--- config.mk ---
export PLATFORM = sky130hd
export DESIGN_NAME = constrain_point_to_polygon_flat
export DESIGN_NICKNAME = d
export VERILOG_FILES = /design/src/hdl/cptp_pkg.sv /design/src/hdl/cptp_if.sv /design/src/hdl/constrain_point_to_polygon.sv /design/src/hdl/cptp_div.sv /design/src/hdl/cptp_dp.sv /design/src/hdl/cptp_ctrl.sv /design/src/flat_wrapper.sv
export SDC_FILE = /design/constraint.sdc
export NUM_CORES = 2
export LEC_CHECK = 0
export ABC_AREA = 1
export ABC_CLOCK_PERIOD_IN_PS = 8900
export BUFFER_PORTS_ARGS = -buffer_cell sky130_fd_sc_hd__buf_2
export CORE_ASPECT_RATIO = 1.1
export CORE_UTILIZATION = 50
export DETAILED_ROUTE_END_ITERATION = 7
export GPL_TIMING_DRIVEN = 0
export PLACE_DENSITY = 0.74
export SKIP_LAST_GASP = 1
export SLEW_MARGIN = 20
export SYNTH_ARGS = -nofsm -noshare
export SYNTH_HDL_FRONTEND = slang
export SYNTH_SLANG_ARGS = --single-unit
--- constraint.sdc ---
create_clock -name clock -period 8.9 [get_ports clock]
set_clock_uncertainty 0.2 [all_clocks]
set_input_delay 0 -clock clock [delete_from_list [all_inputs] [get_ports clock]]
set_output_delay 0 -clock clock [all_outputs]
set_load 0.005 [all_outputs]
--- src/hdl/cptp_pkg.sv ---
`default_nettype none

package cptp_pkg;

   // Field and datapath widths
   localparam int COORD_W     = 24;
   localparam int DIFF_W      = 25;
   localparam int OPND_W      = 26;
   localparam int PROD_W      = 52;
   localparam int DIV_W       = 51;
   localparam int T_FRAC_BITS = 24;
   localparam int TCNT_W      = 5;
   localparam int COUNT_W     = 5;
   localparam int MIN_VERTICES = 3;

   typedef enum logic {
      CMD_WRITE = 1'b0,
      CMD_QUERY = 1'b1
   } command_type;

   typedef enum logic [1:0] {
      OUT_INSIDE = 2'd0,
      OUT_MOVED  = 2'd1,
      OUT_FEW    = 2'd2
   } outcome_type;

   typedef enum logic [3:0] {
      MUL_LHS, MUL_RHS, MUL_VX, MUL_VY, MUL_SX,
      MUL_SY, MUL_DX, MUL_DY, MUL_TX, MUL_TY
   } mul_sel_type;

   typedef enum logic [1:0] {
      ACC_NONE, ACC_LOAD, ACC_ADD
   } acc_op_type;

   typedef enum logic [1:0] {
      DST_LHS, DST_D1, DST_D2, DST_DIST
   } acc_dst_type;

   typedef enum logic [2:0] {
      E_NONE, E_A, E_B, E_SCALE_X, E_SCALE_Y
   } e_sel_type;

   typedef enum logic [4:0] {
      ST_IDLE,
      ST_I_RD0, ST_I_LD0, ST_I_RD, ST_I_LD, ST_I_ML, ST_I_MR, ST_I_EV, ST_I_END,
      ST_C_RD0, ST_C_LD0, ST_C_RD, ST_C_LD,
      ST_C_M1, ST_C_M2, ST_C_M3, ST_C_M4, ST_C_M5, ST_C_CK, ST_C_DV,
      ST_C_TX, ST_C_TY, ST_C_TZ, ST_C_D1, ST_C_D2, ST_C_D3, ST_C_BS,
      ST_FINISH
   } state_type;

   typedef struct packed {
      logic        mem_we;
      logic        rd_en;
      logic        ld_query;
      logic        clr_inside;
      logic        ld_a_rd;
      logic        ld_b_rd;
      logic        ld_a_b;
      logic        ld_b_a;
      logic        mul_en;
      mul_sel_type mul_sel;
      acc_op_type  acc_op;
      acc_dst_type acc_dst;
      logic        eval_cross;
      logic        div_start;
      e_sel_type   e_sel;
      logic        take_best;
      logic        ld_out;
      outcome_type out_sel;
   } dp_cmd_type;

   typedef struct packed {
      logic in_poly;
      logic d1_le0;
      logic d2_le_d1;
      logic dist_lt;
      logic div_done;
   } dp_status_type;

endpackage

`default_nettype wire

--- src/hdl/cptp_if.sv ---
`default_nettype none

interface cptp_req_if;
   logic                                valid;
   logic                                ready;
   logic                                command;
   logic [3:0]                          vertex_index;
   logic signed [cptp_pkg::COORD_W-1:0] x_coord;
   logic signed [cptp_pkg::COORD_W-1:0] y_coord;

   modport source (output valid, command, vertex_index, x_coord, y_coord, input ready);
   modport sink   (input valid, command, vertex_index, x_coord, y_coord, output ready);
endinterface

interface cptp_rsp_if;
   logic                                valid;
   logic                                ready;
   logic signed [cptp_pkg::COORD_W-1:0] out_x;
   logic signed [cptp_pkg::COORD_W-1:0] out_y;
   logic [1:0]                          outcome;

   modport source (output valid, out_x, out_y, outcome, input ready);
   modport sink   (input valid, out_x, out_y, outcome, output ready);
endinterface

interface cptp_csr_if;
   logic                               valid;
   logic                               ready;
   logic [cptp_pkg::COUNT_W-1:0]       vertex_count;

   modport source (output valid, vertex_count, input ready);
   modport sink   (input valid, vertex_count, output ready);
endinterface

`default_nettype wire

--- src/hdl/constrain_point_to_polygon.sv ---
// Channel   Dir  Payload                                   Transfer
// req_ch    in   command, vertex_index, x_coord, y_coord   valid && ready
// rsp_ch    out  out_x, out_y, outcome                     valid && ready
// csr_ch    in   vertex_count                              valid && ready
//
// A vertex write is taken in idle; a query with too few vertices goes straight
// to the finish state. Otherwise a query runs the ray-casting pass, then the
// nearest-point pass, then loads the result; both passes use the single shared
// multiplier, and the nearest-point pass uses the 24-step restoring divider.
// Reset is synchronous and clears the controller, the count and the result
// valid; the vertex table is not cleared. A stalled result holds in the
// output register; a new item is taken while it waits, and a query that
// finishes meanwhile waits for the register, holding off the input.
`default_nettype none

module constrain_point_to_polygon #(
   parameter int MAX_VERTICES = 16
) (
   input wire logic     clock,
   input wire logic     reset,
   cptp_req_if.sink     req_ch,
   cptp_rsp_if.source   rsp_ch,
   cptp_csr_if.sink     csr_ch
);

   localparam int IW = $clog2(MAX_VERTICES);

   cptp_pkg::dp_cmd_type    cmd;
   cptp_pkg::dp_status_type st;
   logic [IW-1:0]           rd_addr;
   logic [IW-1:0]           wr_addr;

   cptp_ctrl #(.MAX_VERTICES(MAX_VERTICES)) u_ctrl (
      .clock       (clock),
      .reset       (reset),
      .req_valid   (req_ch.valid),
      .req_ready   (req_ch.ready),
      .req_command (req_ch.command),
      .req_index   (req_ch.vertex_index),
      .rsp_valid   (rsp_ch.valid),
      .rsp_ready   (rsp_ch.ready),
      .csr_valid   (csr_ch.valid),
      .csr_ready   (csr_ch.ready),
      .csr_data    (csr_ch.vertex_count),
      .st          (st),
      .cmd         (cmd),
      .rd_addr     (rd_addr),
      .wr_addr     (wr_addr)
   );

   cptp_dp #(.MAX_VERTICES(MAX_VERTICES)) u_dp (
      .clock   (clock),
      .reset   (reset),
      .cmd     (cmd),
      .rd_addr (rd_addr),
      .wr_addr (wr_addr),
      .in_x    (req_ch.x_coord),
      .in_y    (req_ch.y_coord),
      .st      (st),
      .out_x   (rsp_ch.out_x),
      .out_y   (rsp_ch.out_y),
      .outcome (rsp_ch.outcome)
   );

endmodule

`default_nettype wire

--- src/hdl/cptp_div.sv ---
`default_nettype none

module cptp_div (
   input  wire logic                            clock,
   input  wire logic                            reset,
   input  wire logic                            start,
   input  wire logic [cptp_pkg::DIV_W-1:0]      num,
   input  wire logic [cptp_pkg::DIV_W-1:0]      den,
   output logic                                 done,
   output logic [cptp_pkg::T_FRAC_BITS-1:0]     quot
);

   localparam logic [cptp_pkg::TCNT_W-1:0] LAST_STEP =
      cptp_pkg::TCNT_W'(cptp_pkg::T_FRAC_BITS - 1);

   logic                             busy_ff, busy_in;
   logic [cptp_pkg::TCNT_W-1:0]      cnt_ff, cnt_in;
   logic [cptp_pkg::DIV_W-1:0]       rem_ff, rem_in;
   logic [cptp_pkg::DIV_W-1:0]       den_ff, den_in;
   logic [cptp_pkg::T_FRAC_BITS-1:0] quot_ff, quot_in;
   logic [cptp_pkg::DIV_W-1:0]       rem_sh;

   // One restoring step per cycle, one quotient bit each
   always_comb begin
      busy_in = busy_ff;
      cnt_in  = cnt_ff;
      rem_in  = rem_ff;
      den_in  = den_ff;
      quot_in = quot_ff;
      rem_sh  = {rem_ff[cptp_pkg::DIV_W-2:0], 1'b0};
      if (start) begin
         busy_in = 1'b1;
         cnt_in  = '0;
         rem_in  = num;
         den_in  = den;
         quot_in = '0;
      end else if (busy_ff) begin
         if (rem_sh >= den_ff) begin
            rem_in  = rem_sh - den_ff;
            quot_in = {quot_ff[cptp_pkg::T_FRAC_BITS-2:0], 1'b1};
         end else begin
            rem_in  = rem_sh;
            quot_in = {quot_ff[cptp_pkg::T_FRAC_BITS-2:0], 1'b0};
         end
         cnt_in = cnt_ff + 1'b1;
         if (cnt_ff == LAST_STEP) begin
            busy_in = 1'b0;
         end
      end
   end

   always_ff @(posedge clock) begin
      if (reset) begin
         busy_ff <= 1'b0;
         cnt_ff  <= '0;
      end else begin
         busy_ff <= busy_in;
         cnt_ff  <= cnt_in;
      end
      rem_ff  <= rem_in;
      den_ff  <= den_in;
      quot_ff <= quot_in;
   end

   assign done = busy_ff && (cnt_ff == LAST_STEP);
   assign quot = quot_ff;

endmodule

`default_nettype wire

--- src/hdl/cptp_dp.sv ---
`default_nettype none

module cptp_dp #(
   parameter int MAX_VERTICES = 16
) (
   input  wire logic                                   clock,
   input  wire logic                                   reset,
   input  wire cptp_pkg::dp_cmd_type                   cmd,
   input  wire logic [$clog2(MAX_VERTICES)-1:0]        rd_addr,
   input  wire logic [$clog2(MAX_VERTICES)-1:0]        wr_addr,
   input  wire logic signed [cptp_pkg::COORD_W-1:0]    in_x,
   input  wire logic signed [cptp_pkg::COORD_W-1:0]    in_y,
   output cptp_pkg::dp_status_type                     st,
   output logic signed [cptp_pkg::COORD_W-1:0]         out_x,
   output logic signed [cptp_pkg::COORD_W-1:0]         out_y,
   output logic [1:0]                                  outcome
);

   localparam int CW = cptp_pkg::COORD_W;
   localparam int DW = cptp_pkg::DIFF_W;
   localparam int OW = cptp_pkg::OPND_W;
   localparam int PW = cptp_pkg::PROD_W;
   localparam int TW = cptp_pkg::T_FRAC_BITS;

   // Vertex table: x in the upper half, y in the lower half
   logic [2*CW-1:0] mem [MAX_VERTICES];
   logic [2*CW-1:0] rd_ff;

   logic signed [CW-1:0] px_ff, py_ff, ax_ff, ay_ff, bx_ff, by_ff;
   logic signed [CW-1:0] ex_ff, ey_ff, rx_ff, ry_ff;
   logic signed [CW-1:0] ex_in, ey_in;
   logic signed [CW-1:0] out_x_ff, out_y_ff;
   logic [1:0]           outcome_ff;

   logic signed [DW-1:0] vx, vy, sx, sy, dxe, dye;
   logic signed [DW-1:0] sx_mag, sy_mag;
   logic signed [OW-1:0] op_a, op_b;
   logic signed [PW-1:0] mul_res, prod_ff;
   logic signed [PW-1:0] lhs_ff, d1_ff, d2_ff, dist_ff, best_ff;
   logic signed [PW-1:0] acc_base, acc_val;
   logic [CW-1:0]        scale_mag;
   logic                 inside_ff, straddle, crossing;
   logic                 div_done;
   logic [TW-1:0]        quot;

   // Hold the vertex table and its registered read port
   always_ff @(posedge clock) begin
      if (cmd.mem_we) begin
         mem[wr_addr] <= {in_x, in_y};
      end
      if (cmd.rd_en) begin
         rd_ff <= mem[rd_addr];
      end
   end

   // Differences of the current edge and query point
   assign vx  = {px_ff[CW-1], px_ff} - {ax_ff[CW-1], ax_ff};
   assign vy  = {py_ff[CW-1], py_ff} - {ay_ff[CW-1], ay_ff};
   assign sx  = {bx_ff[CW-1], bx_ff} - {ax_ff[CW-1], ax_ff};
   assign sy  = {by_ff[CW-1], by_ff} - {ay_ff[CW-1], ay_ff};
   assign dxe = {px_ff[CW-1], px_ff} - {ex_ff[CW-1], ex_ff};
   assign dye = {py_ff[CW-1], py_ff} - {ey_ff[CW-1], ey_ff};
   assign sx_mag = sx[DW-1] ? -sx : sx;
   assign sy_mag = sy[DW-1] ? -sy : sy;

   // Select the operands of the shared multiplier
   always_comb begin
      unique case (cmd.mul_sel)
         cptp_pkg::MUL_LHS: begin op_a = {vx[DW-1], vx};   op_b = {sy[DW-1], sy};   end
         cptp_pkg::MUL_RHS: begin op_a = {sx[DW-1], sx};   op_b = {vy[DW-1], vy};   end
         cptp_pkg::MUL_VX:  begin op_a = {vx[DW-1], vx};   op_b = {sx[DW-1], sx};   end
         cptp_pkg::MUL_VY:  begin op_a = {vy[DW-1], vy};   op_b = {sy[DW-1], sy};   end
         cptp_pkg::MUL_SX:  begin op_a = {sx[DW-1], sx};   op_b = {sx[DW-1], sx};   end
         cptp_pkg::MUL_SY:  begin op_a = {sy[DW-1], sy};   op_b = {sy[DW-1], sy};   end
         cptp_pkg::MUL_DX:  begin op_a = {dxe[DW-1], dxe}; op_b = {dxe[DW-1], dxe}; end
         cptp_pkg::MUL_DY:  begin op_a = {dye[DW-1], dye}; op_b = {dye[DW-1], dye}; end
         cptp_pkg::MUL_TX:  begin op_a = {1'b0, sx_mag};   op_b = {2'b00, quot};    end
         cptp_pkg::MUL_TY:  begin op_a = {1'b0, sy_mag};   op_b = {2'b00, quot};    end
         default:           begin op_a = '0;               op_b = '0;               end
      endcase
   end

   assign mul_res = op_a * op_b;

   // Accumulate products into the named sums
   always_comb begin
      unique case (cmd.acc_dst)
         cptp_pkg::DST_LHS:  acc_base = lhs_ff;
         cptp_pkg::DST_D1:   acc_base = d1_ff;
         cptp_pkg::DST_D2:   acc_base = d2_ff;
         cptp_pkg::DST_DIST: acc_base = dist_ff;
         default:            acc_base = '0;
      endcase
      acc_val = (cmd.acc_op == cptp_pkg::ACC_ADD) ? acc_base + prod_ff : prod_ff;
   end

   // Scale the edge by the quotient, truncating toward zero
   assign scale_mag = prod_ff[2*TW-1:TW];

   always_comb begin
      ex_in = ex_ff;
      ey_in = ey_ff;
      unique case (cmd.e_sel)
         cptp_pkg::E_A: begin
            ex_in = ax_ff;
            ey_in = ay_ff;
         end
         cptp_pkg::E_B: begin
            ex_in = bx_ff;
            ey_in = by_ff;
         end
         cptp_pkg::E_SCALE_X: ex_in = sx[DW-1] ? ax_ff - scale_mag : ax_ff + scale_mag;
         cptp_pkg::E_SCALE_Y: ey_in = sy[DW-1] ? ay_ff - scale_mag : ay_ff + scale_mag;
         default: ;
      endcase
   end

   // Crossing test: rhs sits in the product register at evaluation
   assign straddle = (ay_ff > py_ff) != (by_ff > py_ff);
   assign crossing = (sy > 0) ? (lhs_ff < prod_ff) : (lhs_ff > prod_ff);

   always_ff @(posedge clock) begin
      if (reset) begin
         inside_ff <= 1'b0;
      end else if (cmd.clr_inside) begin
         inside_ff <= 1'b0;
      end else if (cmd.eval_cross && straddle && crossing) begin
         inside_ff <= !inside_ff;
      end
   end

   // Advance the payload registers
   always_ff @(posedge clock) begin
      if (cmd.ld_query) begin
         px_ff <= in_x;
         py_ff <= in_y;
      end
      if (cmd.ld_a_rd) begin
         ax_ff <= rd_ff[2*CW-1:CW];
         ay_ff <= rd_ff[CW-1:0];
      end else if (cmd.ld_a_b) begin
         ax_ff <= bx_ff;
         ay_ff <= by_ff;
      end
      if (cmd.ld_b_rd) begin
         bx_ff <= rd_ff[2*CW-1:CW];
         by_ff <= rd_ff[CW-1:0];
      end else if (cmd.ld_b_a) begin
         bx_ff <= ax_ff;
         by_ff <= ay_ff;
      end
      if (cmd.mul_en) begin
         prod_ff <= mul_res;
      end
      if (cmd.acc_op != cptp_pkg::ACC_NONE) begin
         unique case (cmd.acc_dst)
            cptp_pkg::DST_LHS:  lhs_ff  <= acc_val;
            cptp_pkg::DST_D1:   d1_ff   <= acc_val;
            cptp_pkg::DST_D2:   d2_ff   <= acc_val;
            cptp_pkg::DST_DIST: dist_ff <= acc_val;
            default: ;
         endcase
      end
      ex_ff <= ex_in;
      ey_ff <= ey_in;
      if (cmd.take_best) begin
         best_ff <= dist_ff;
         rx_ff   <= ex_ff;
         ry_ff   <= ey_ff;
      end
      if (cmd.ld_out) begin
         outcome_ff <= cmd.out_sel;
         if (cmd.out_sel == cptp_pkg::OUT_MOVED) begin
            out_x_ff <= rx_ff;
            out_y_ff <= ry_ff;
         end else begin
            out_x_ff <= px_ff;
            out_y_ff <= py_ff;
         end
      end
   end

   cptp_div u_div (
      .clock (clock),
      .reset (reset),
      .start (cmd.div_start),
      .num   (d1_ff[cptp_pkg::DIV_W-1:0]),
      .den   (d2_ff[cptp_pkg::DIV_W-1:0]),
      .done  (div_done),
      .quot  (quot)
   );

   assign st.in_poly  = inside_ff;
   assign st.d1_le0   = d1_ff[PW-1] || (d1_ff == '0);
   assign st.d2_le_d1 = d2_ff <= d1_ff;
   assign st.dist_lt  = dist_ff < best_ff;
   assign st.div_done = div_done;

   assign out_x   = out_x_ff;
   assign out_y   = out_y_ff;
   assign outcome = outcome_ff;

endmodule

`default_nettype wire

--- src/hdl/cptp_ctrl.sv ---
`default_nettype none

module cptp_ctrl #(
   parameter int MAX_VERTICES = 16
) (
   input  wire logic                                clock,
   input  wire logic                                reset,
   input  wire logic                                req_valid,
   output logic                                     req_ready,
   input  wire logic                                req_command,
   input  wire logic [3:0]                          req_index,
   output logic                                     rsp_valid,
   input  wire logic                                rsp_ready,
   input  wire logic                                csr_valid,
   output logic                                     csr_ready,
   input  wire logic [cptp_pkg::COUNT_W-1:0]        csr_data,
   input  wire cptp_pkg::dp_status_type             st,
   output cptp_pkg::dp_cmd_type                     cmd,
   output logic [$clog2(MAX_VERTICES)-1:0]          rd_addr,
   output logic [$clog2(MAX_VERTICES)-1:0]          wr_addr
);

   localparam int IW = $clog2(MAX_VERTICES);
   localparam int NW = $clog2(MAX_VERTICES + 1);

   cptp_pkg::state_type   state_ff, state_in;
   cptp_pkg::outcome_type outcome_ff, outcome_in;
   logic [IW-1:0]                 edge_ff, edge_in;
   logic [cptp_pkg::COUNT_W-1:0]  count_ff;
   logic                          rsp_valid_ff, rsp_valid_in;
   logic [NW-1:0]                 n_use;
   logic [IW-1:0]                 edge_nx;
   logic                          last, few, req_xfer, is_query;

   // Saturate the vertex count to the table size
   assign n_use   = (32'(count_ff) > MAX_VERTICES) ? NW'(MAX_VERTICES) : NW'(count_ff);
   assign last    = (32'(edge_ff) + 1) == 32'(n_use);
   assign edge_nx = last ? '0 : edge_ff + 1'b1;
   assign few     = 32'(n_use) < cptp_pkg::MIN_VERTICES;

   assign req_ready = (state_ff == cptp_pkg::ST_IDLE);
   assign req_xfer  = req_valid && req_ready;
   assign is_query  = (req_command == cptp_pkg::CMD_QUERY);
   assign wr_addr   = IW'(req_index);
   assign csr_ready = 1'b1;
   assign rsp_valid = rsp_valid_ff;

   // Next state
   always_comb begin
      state_in   = state_ff;
      outcome_in = outcome_ff;
      edge_in    = edge_ff;
      unique case (state_ff)
         cptp_pkg::ST_IDLE: begin
            if (req_xfer && is_query) begin
               if (few) begin
                  outcome_in = cptp_pkg::OUT_FEW;
                  state_in   = cptp_pkg::ST_FINISH;
               end else begin
                  state_in = cptp_pkg::ST_I_RD0;
               end
            end
         end
         cptp_pkg::ST_I_RD0: state_in = cptp_pkg::ST_I_LD0;
         cptp_pkg::ST_I_LD0: begin
            edge_in  = '0;
            state_in = cptp_pkg::ST_I_RD;
         end
         cptp_pkg::ST_I_RD: state_in = cptp_pkg::ST_I_LD;
         cptp_pkg::ST_I_LD: state_in = cptp_pkg::ST_I_ML;
         cptp_pkg::ST_I_ML: state_in = cptp_pkg::ST_I_MR;
         cptp_pkg::ST_I_MR: state_in = cptp_pkg::ST_I_EV;
         cptp_pkg::ST_I_EV: begin
            edge_in  = edge_nx;
            state_in = last ? cptp_pkg::ST_I_END : cptp_pkg::ST_I_RD;
         end
         cptp_pkg::ST_I_END: begin
            if (st.in_poly) begin
               outcome_in = cptp_pkg::OUT_INSIDE;
               state_in   = cptp_pkg::ST_FINISH;
            end else begin
               state_in = cptp_pkg::ST_C_RD0;
            end
         end
         cptp_pkg::ST_C_RD0: state_in = cptp_pkg::ST_C_LD0;
         cptp_pkg::ST_C_LD0: begin
            edge_in  = '0;
            state_in = cptp_pkg::ST_C_RD;
         end
         cptp_pkg::ST_C_RD: state_in = cptp_pkg::ST_C_LD;
         cptp_pkg::ST_C_LD: state_in = cptp_pkg::ST_C_M1;
         cptp_pkg::ST_C_M1: state_in = cptp_pkg::ST_C_M2;
         cptp_pkg::ST_C_M2: state_in = cptp_pkg::ST_C_M3;
         cptp_pkg::ST_C_M3: state_in = cptp_pkg::ST_C_M4;
         cptp_pkg::ST_C_M4: state_in = cptp_pkg::ST_C_M5;
         cptp_pkg::ST_C_M5: state_in = cptp_pkg::ST_C_CK;
         cptp_pkg::ST_C_CK: begin
            if (st.d1_le0 || st.d2_le_d1) begin
               state_in = cptp_pkg::ST_C_D1;
            end else begin
               state_in = cptp_pkg::ST_C_DV;
            end
         end
         cptp_pkg::ST_C_DV: begin
            if (st.div_done) begin
               state_in = cptp_pkg::ST_C_TX;
            end
         end
         cptp_pkg::ST_C_TX: state_in = cptp_pkg::ST_C_TY;
         cptp_pkg::ST_C_TY: state_in = cptp_pkg::ST_C_TZ;
         cptp_pkg::ST_C_TZ: state_in = cptp_pkg::ST_C_D1;
         cptp_pkg::ST_C_D1: state_in = cptp_pkg::ST_C_D2;
         cptp_pkg::ST_C_D2: state_in = cptp_pkg::ST_C_D3;
         cptp_pkg::ST_C_D3: state_in = cptp_pkg::ST_C_BS;
         cptp_pkg::ST_C_BS: begin
            edge_in = edge_nx;
            if (last) begin
               outcome_in = cptp_pkg::OUT_MOVED;
               state_in   = cptp_pkg::ST_FINISH;
            end else begin
               state_in = cptp_pkg::ST_C_RD;
            end
         end
         cptp_pkg::ST_FINISH: begin
            if (!rsp_valid_ff || rsp_ready) begin
               state_in = cptp_pkg::ST_IDLE;
            end
         end
         default: state_in = cptp_pkg::ST_IDLE;
      endcase
   end

   // Datapath commands
   always_comb begin
      cmd         = '0;
      cmd.mul_sel = cptp_pkg::MUL_LHS;
      cmd.acc_op  = cptp_pkg::ACC_NONE;
      cmd.acc_dst = cptp_pkg::DST_LHS;
      cmd.e_sel   = cptp_pkg::E_NONE;
      cmd.out_sel = outcome_ff;
      rd_addr     = edge_ff;
      unique case (state_ff)
         cptp_pkg::ST_IDLE: begin
            cmd.mem_we     = req_xfer && !is_query && (32'(req_index) < MAX_VERTICES);
            cmd.ld_query   = req_xfer && is_query;
            cmd.clr_inside = req_xfer && is_query;
         end
         cptp_pkg::ST_I_RD0: begin
            cmd.rd_en = 1'b1;
            rd_addr   = IW'(n_use - 1'b1);
         end
         cptp_pkg::ST_I_LD0: cmd.ld_b_rd = 1'b1;
         cptp_pkg::ST_I_RD:  cmd.rd_en   = 1'b1;
         cptp_pkg::ST_I_LD:  cmd.ld_a_rd = 1'b1;
         cptp_pkg::ST_I_ML: begin
            cmd.mul_en  = 1'b1;
            cmd.mul_sel = cptp_pkg::MUL_LHS;
         end
         cptp_pkg::ST_I_MR: begin
            cmd.mul_en  = 1'b1;
            cmd.mul_sel = cptp_pkg::MUL_RHS;
            cmd.acc_op  = cptp_pkg::ACC_LOAD;
            cmd.acc_dst = cptp_pkg::DST_LHS;
         end
         cptp_pkg::ST_I_EV: begin
            cmd.eval_cross = 1'b1;
            cmd.ld_b_a     = 1'b1;
         end
         cptp_pkg::ST_I_END: ;
         cptp_pkg::ST_C_RD0: begin
            cmd.rd_en = 1'b1;
            rd_addr   = '0;
         end
         cptp_pkg::ST_C_LD0: cmd.ld_b_rd = 1'b1;
         cptp_pkg::ST_C_RD: begin
            cmd.rd_en  = 1'b1;
            cmd.ld_a_b = 1'b1;
            rd_addr    = edge_nx;
         end
         cptp_pkg::ST_C_LD: cmd.ld_b_rd = 1'b1;
         cptp_pkg::ST_C_M1: begin
            cmd.mul_en  = 1'b1;
            cmd.mul_sel = cptp_pkg::MUL_VX;
         end
         cptp_pkg::ST_C_M2: begin
            cmd.mul_en  = 1'b1;
            cmd.mul_sel = cptp_pkg::MUL_VY;
            cmd.acc_op  = cptp_pkg::ACC_LOAD;
            cmd.acc_dst = cptp_pkg::DST_D1;
         end
         cptp_pkg::ST_C_M3: begin
            cmd.mul_en  = 1'b1;
            cmd.mul_sel = cptp_pkg::MUL_SX;
            cmd.acc_op  = cptp_pkg::ACC_ADD;
            cmd.acc_dst = cptp_pkg::DST_D1;
         end
         cptp_pkg::ST_C_M4: begin
            cmd.mul_en  = 1'b1;
            cmd.mul_sel = cptp_pkg::MUL_SY;
            cmd.acc_op  = cptp_pkg::ACC_LOAD;
            cmd.acc_dst = cptp_pkg::DST_D2;
         end
         cptp_pkg::ST_C_M5: begin
            cmd.acc_op  = cptp_pkg::ACC_ADD;
            cmd.acc_dst = cptp_pkg::DST_D2;
         end
         cptp_pkg::ST_C_CK: begin
            if (st.d1_le0) begin
               cmd.e_sel = cptp_pkg::E_A;
            end else if (st.d2_le_d1) begin
               cmd.e_sel = cptp_pkg::E_B;
            end else begin
               cmd.div_start = 1'b1;
            end
         end
         cptp_pkg::ST_C_DV: ;
         cptp_pkg::ST_C_TX: begin
            cmd.mul_en  = 1'b1;
            cmd.mul_sel = cptp_pkg::MUL_TX;
         end
         cptp_pkg::ST_C_TY: begin
            cmd.mul_en  = 1'b1;
            cmd.mul_sel = cptp_pkg::MUL_TY;
            cmd.e_sel   = cptp_pkg::E_SCALE_X;
         end
         cptp_pkg::ST_C_TZ: cmd.e_sel = cptp_pkg::E_SCALE_Y;
         cptp_pkg::ST_C_D1: begin
            cmd.mul_en  = 1'b1;
            cmd.mul_sel = cptp_pkg::MUL_DX;
         end
         cptp_pkg::ST_C_D2: begin
            cmd.mul_en  = 1'b1;
            cmd.mul_sel = cptp_pkg::MUL_DY;
            cmd.acc_op  = cptp_pkg::ACC_LOAD;
            cmd.acc_dst = cptp_pkg::DST_DIST;
         end
         cptp_pkg::ST_C_D3: begin
            cmd.acc_op  = cptp_pkg::ACC_ADD;
            cmd.acc_dst = cptp_pkg::DST_DIST;
         end
         cptp_pkg::ST_C_BS: cmd.take_best = (edge_ff == '0) || st.dist_lt;
         cptp_pkg::ST_FINISH: cmd.ld_out = !rsp_valid_ff || rsp_ready;
         default: ;
      endcase
   end

   // Hold the result valid until the transfer
   always_comb begin
      rsp_valid_in = rsp_valid_ff;
      if (cmd.ld_out) begin
         rsp_valid_in = 1'b1;
      end else if (rsp_ready) begin
         rsp_valid_in = 1'b0;
      end
   end

   always_ff @(posedge clock) begin
      if (reset) begin
         state_ff     <= cptp_pkg::ST_IDLE;
         outcome_ff   <= cptp_pkg::OUT_FEW;
         edge_ff      <= '0;
         count_ff     <= '0;
         rsp_valid_ff <= 1'b0;
      end else begin
         state_ff     <= state_in;
         outcome_ff   <= outcome_in;
         edge_ff      <= edge_in;
         rsp_valid_ff <= rsp_valid_in;
         if (csr_valid && csr_ready) begin
            count_ff <= csr_data;
         end
      end
   end

   // Checks
   a_few_goes_finish: assert property (@(posedge clock) disable iff (reset)
      (req_xfer && is_query && few) |=> (state_ff == cptp_pkg::ST_FINISH))
      else $error("short polygon query did not go straight to finish");

   a_write_stays_idle: assert property (@(posedge clock) disable iff (reset)
      (req_xfer && !is_query) |=> (state_ff == cptp_pkg::ST_IDLE))
      else $error("vertex write left idle");

   a_edge_in_range: assert property (@(posedge clock) disable iff (reset)
      (state_ff == cptp_pkg::ST_C_BS || state_ff == cptp_pkg::ST_I_EV)
         |-> (32'(edge_ff) < 32'(n_use)))
      else $error("edge counter beyond vertex count");

   a_div_wait: assert property (@(posedge clock) disable iff (reset)
      (state_ff == cptp_pkg::ST_C_DV && !st.div_done) |=> (state_ff == cptp_pkg::ST_C_DV))
      else $error("left divide wait before quotient ready");

   a_out_only_finish: assert property (@(posedge clock) disable iff (reset)
      cmd.ld_out |-> (state_ff == cptp_pkg::ST_FINISH) && (state_in == cptp_pkg::ST_IDLE))
      else $error("result loaded outside finish");

endmodule

`default_nettype wire
--- src/flat_wrapper.sv ---
// flat-port wrapper written by rule: the top's interface ports become plain ports
module constrain_point_to_polygon_flat 
#(
   parameter int MAX_VERTICES = 16
)
  (clock, reset, req_ch_valid, req_ch_command, req_ch_vertex_index, req_ch_x_coord, req_ch_y_coord, req_ch_ready, rsp_ch_valid, rsp_ch_out_x, rsp_ch_out_y, rsp_ch_outcome, rsp_ch_ready, csr_ch_valid, csr_ch_vertex_count, csr_ch_ready);
  cptp_req_if req_ch_i ();
  cptp_rsp_if rsp_ch_i ();
  cptp_csr_if csr_ch_i ();
  input wire logic clock;
  input wire logic reset;
  input wire logic [$bits(req_ch_i.valid)-1:0] req_ch_valid;
  input wire logic [$bits(req_ch_i.command)-1:0] req_ch_command;
  input wire logic [$bits(req_ch_i.vertex_index)-1:0] req_ch_vertex_index;
  input wire logic [$bits(req_ch_i.x_coord)-1:0] req_ch_x_coord;
  input wire logic [$bits(req_ch_i.y_coord)-1:0] req_ch_y_coord;
  output wire logic [$bits(req_ch_i.ready)-1:0] req_ch_ready;
  output wire logic [$bits(rsp_ch_i.valid)-1:0] rsp_ch_valid;
  output wire logic [$bits(rsp_ch_i.out_x)-1:0] rsp_ch_out_x;
  output wire logic [$bits(rsp_ch_i.out_y)-1:0] rsp_ch_out_y;
  output wire logic [$bits(rsp_ch_i.outcome)-1:0] rsp_ch_outcome;
  input wire logic [$bits(rsp_ch_i.ready)-1:0] rsp_ch_ready;
  input wire logic [$bits(csr_ch_i.valid)-1:0] csr_ch_valid;
  input wire logic [$bits(csr_ch_i.vertex_count)-1:0] csr_ch_vertex_count;
  output wire logic [$bits(csr_ch_i.ready)-1:0] csr_ch_ready;
  assign req_ch_i.valid = req_ch_valid;
  assign req_ch_i.command = req_ch_command;
  assign req_ch_i.vertex_index = req_ch_vertex_index;
  assign req_ch_i.x_coord = req_ch_x_coord;
  assign req_ch_i.y_coord = req_ch_y_coord;
  assign req_ch_ready = req_ch_i.ready;
  assign rsp_ch_valid = rsp_ch_i.valid;
  assign rsp_ch_out_x = rsp_ch_i.out_x;
  assign rsp_ch_out_y = rsp_ch_i.out_y;
  assign rsp_ch_outcome = rsp_ch_i.outcome;
  assign rsp_ch_i.ready = rsp_ch_ready;
  assign csr_ch_i.valid = csr_ch_valid;
  assign csr_ch_i.vertex_count = csr_ch_vertex_count;
  assign csr_ch_ready = csr_ch_i.ready;
  constrain_point_to_polygon #(.MAX_VERTICES(MAX_VERTICES)) u_core (.clock(clock), .reset(reset), .req_ch(req_ch_i), .rsp_ch(rsp_ch_i), .csr_ch(csr_ch_i));
endmodule
==> impl_metrics.toml <==
[timing]
setup_slack_ns = -0.932
slew_violations = 0
setup_viol = 30
worst_slew_pin_slew_ns = 1.32
slew-limit-headroom_pct = 11.9
max_clock_freq_mhz = 102
rsz0062_at_grt = "true"
fin_crit_sh_pct = 110
fin_crit_ns = 9.83
hold_viol_final = 0

[floorplan]
start_util_pct = 50.3
pin_count = 116
die-area_mm2 = 0.229
num_rows = 183
core_area_mm2 = 0.226
die_h_um = 502
die_w_um = 456

[yosys]
synth_edf_count = 1519
synth_warnings = 0
async_reset_ff_share_pct = 0
syn_inst = 12900
synth_cell_types = 62
seq_area_frac_synth_pct = 41.0
synth.cell_area_mm2 = 0.113
syn_area_per_cell_um2 = 8.80
synthFlopType = "edfxtp_1"
synth_nets = 14300
ys_ff_latch = 1567

[worst_setup_path]
regToRegSetupSlack_ns = -0.93
critPathLaunchType = "register"
cp_common_cell = "fa_1"
worstSetupEndpointType = "register"
rr_endpoint = "u_core.u_dp.prod_ff[33]"
worstPathRequired_ns = 9.30
worstSetupPathType = "reg -> reg"
timing.rr.start = "u_core.u_dp.px_ff[11]"
cpPeakStageDelay_ns = 0.82
worst-path-max-fanout = 6
worst_ep_arrival_time_ns = 10.23
r2r_cells = 33
crit_slowest_cell = "o21ai_1"

[cts]
clockBufferDepth = 3
tritoncts = "yes"
clkSinkCount = 1567
cts-root-buf = "clkbuf_16"
cts.clk_slew.worst_paths_ns = 0.07
htreeDepth = 4
clk_latency_ns = 0.89
cts_inserted_buffers = 161

[global_route]
grt_pass1_wl_um = 622000
antenna_found_initial = 10
grt_pass1_vias = 95500
grt_usage_pct = 37.3
grt_overflow_total = 0
grt_max_degree = 65

[worst_hold_path]
hold_class = "in -> reg"
hold_path_depth = 5
hold_end = "u_core.u_dp.inside_ff"
hp-start = "reset"

[layout]
n_fill_cell = 19600
drive_gt1_share_pct = 12.9
final_core_util_pct = 58.8
area_delta_synth_final_pct = 17.0
final_nets = 15100
layout_common_cells = "nand2_1, inv_1, edfxtp_1"
layout_commonest_cell = "nand2_1"

[routing]
drt_pass1_iterations = 8
vias_per_cell = 5.83
dr_total_vias = 97700
wl_um = 434000
drtIter0Drc = 10700
antenna_left = 0
route.detailed.drc = 0
wl_per_cell_um = 25.9

[job]
maxCapViolations = 0

[status]
violations = "negative setup slack"
status = "complete, but fails checks"

[place]
hpwl_um = 339000
gp_congestion = 1.05
io_buffers = 114
kinds of logic (layout without fill, tap and decap cells):
logic type	after synthesis	after routing	share of synthesized area, %
AOI/OAI and AO/OA	1735	1735	8.80
xor gates and xnor gates	192	192	1.48
adders and majority gates	1345	1345	19.6
buffers and inverters	2660	3556	8.87
DFF	1567	1567	41.0
muxes	69	69	0.685
other	1	6	0.00330
and+or+nand+nor	5323	5324	19.5
worst max path at each step:
stage	startpoint	to	cells after the start
floorplan	u_core.u_dp.by_ff[0]	u_core.u_dp.prod_ff[50]	43
global placement	u_core.u_ctrl.state_ff[1]	u_core.u_dp.prod_ff[51]	26
detailed placement	u_core.u_dp.bx_ff[0]	u_core.u_dp.prod_ff[46]	39
CTS	u_core.u_dp.by_ff[0]	u_core.u_dp.prod_ff[46]	41
global route	u_core.u_dp.ay_ff[0]	u_core.u_dp.prod_ff[45]	49
finish	u_core.u_dp.px_ff[11]	u_core.u_dp.prod_ff[33]	33
metal layers:
layer / GRT usage (%) / up-vias / wire, um
li1: - / 43800 / -
met1: 43.4 / 47000 / 154000
met2: 61.9 / 5322 / 203000
met3: 6.53 / 1543 / 37700
met4: 27.6 / 0 / 39200
met5: 0 / - / 0
cell type report:
type | count | area, um2 | share of cell area [%]
plain buffers | 401 | 2270 | 1.71
clock inverters | 101 | 1070 | 0.804
clock buffers | 189 | 4190 | 3.15
repair buffers | 607 | 5770 | 4.34
multi-input cells | 8666 | 60700 | 45.7
well taps | 2960 | 3700 | 2.79
flip-flops and latches | 1567 | 46600 | 35.1
diodes | 5 | 12.5 | 0.00942
inverters | 2258 | 8570 | 6.45
per-stage QoR:
stage | setup slack, ns | hold slack [ns] | area (um2) | setup TNS, ns | instances
after floorplan | 0.0264 | -0.131 | 113000 | 0 | 12900
after global placement | -3.63 | 0.0275 | 118000 | -367.66 | 16000
after detailed placement | -3.11 | 0.0326 | 119000 | -93.18 | 16000
after CTS | -0.700 | 0.00673 | 130000 | -14.64 | 16600
after global routing | -1.07 | 0.0286 | 133000 | -23.73 | 16700
final | -0.932 | 0.0592 | 133000 | -18.67 | 16800
synthesized netlist by cell type, types with 10 or more instances:
master,count,share of area (%)
o211ai_1,175,1.2
a21oi_1,597,2.6
clkbuf_1,304,1.0
a21o_1,36,0.24
nand3_1,857,3.8
o2111ai_1,60,0.46
nand2_1,3334,11
xnor2_1,74,0.57
or2_2,121,0.67
o31ai_1,11,0.073
edfxtp_1,1519,40
a31oi_1,66,0.36
ha_1,624,6.9
o22ai_1,20,0.11
o21bai_1,32,0.21
xor2_1,118,0.91
nor2_1,692,2.3
inv_1,2230,7.4
and3_1,10,0.055
a21boi_0,20,0.13
o21ai_0,624,2.8
buf_2,54,0.24
a211oi_1,22,0.15
nand4_1,135,0.74
dfxtp_1,48,0.85
nor4_1,33,0.18
buf_1,41,0.14
inv_2,19,0.063
mux2_2,69,0.68
fa_1,721,13
nor3_1,94,0.41
nand3b_1,18,0.12
o21a_1,23,0.15
flip-flops by register name, summed over array words and instances (netlist names), 48 cells and up:
signal and flops:
u_core.u_dp.mem 768, u_core.u_dp.best_ff 52, u_core.u_dp.d1_ff 52, u_core.u_dp.d2_ff 52, u_core.u_dp.dist_ff 52, u_core.u_dp.lhs_ff 52
u_core.u_dp.prod_ff 52, u_core.u_dp.u_div.den_ff 51, u_core.u_dp.u_div.rem_ff 50, u_core.u_dp.rd_ff 48
worst max-delay path, delay by kind of cell, from the launching register on:
family	cells	cell delay, ns
XOR/XNOR	1	0.44
AO/OA/AOI/OAI	9	2.15
flip-flops	1	0.53
AND/OR/NAND/NOR	7	1.10
adder cells (fa/ha/maj)	9	4.43
buffers and inverters	7	0.72
repair_timing:
action | 4_1_cts | 5_1_grt
endpoints found under the setup margin | 43 | 38
gates cloned | 1 | 3
hold buffers | 122 | 0
endpoints found under the hold margin | 1351 | 0
pin swaps | 146 | 174
gates resized for setup | 727 | 508
buffers inserted | 190 | 123
Power is not shown: default switching activity piles up to over one toggle a cycle in this logic, so the estimate is an artifact.
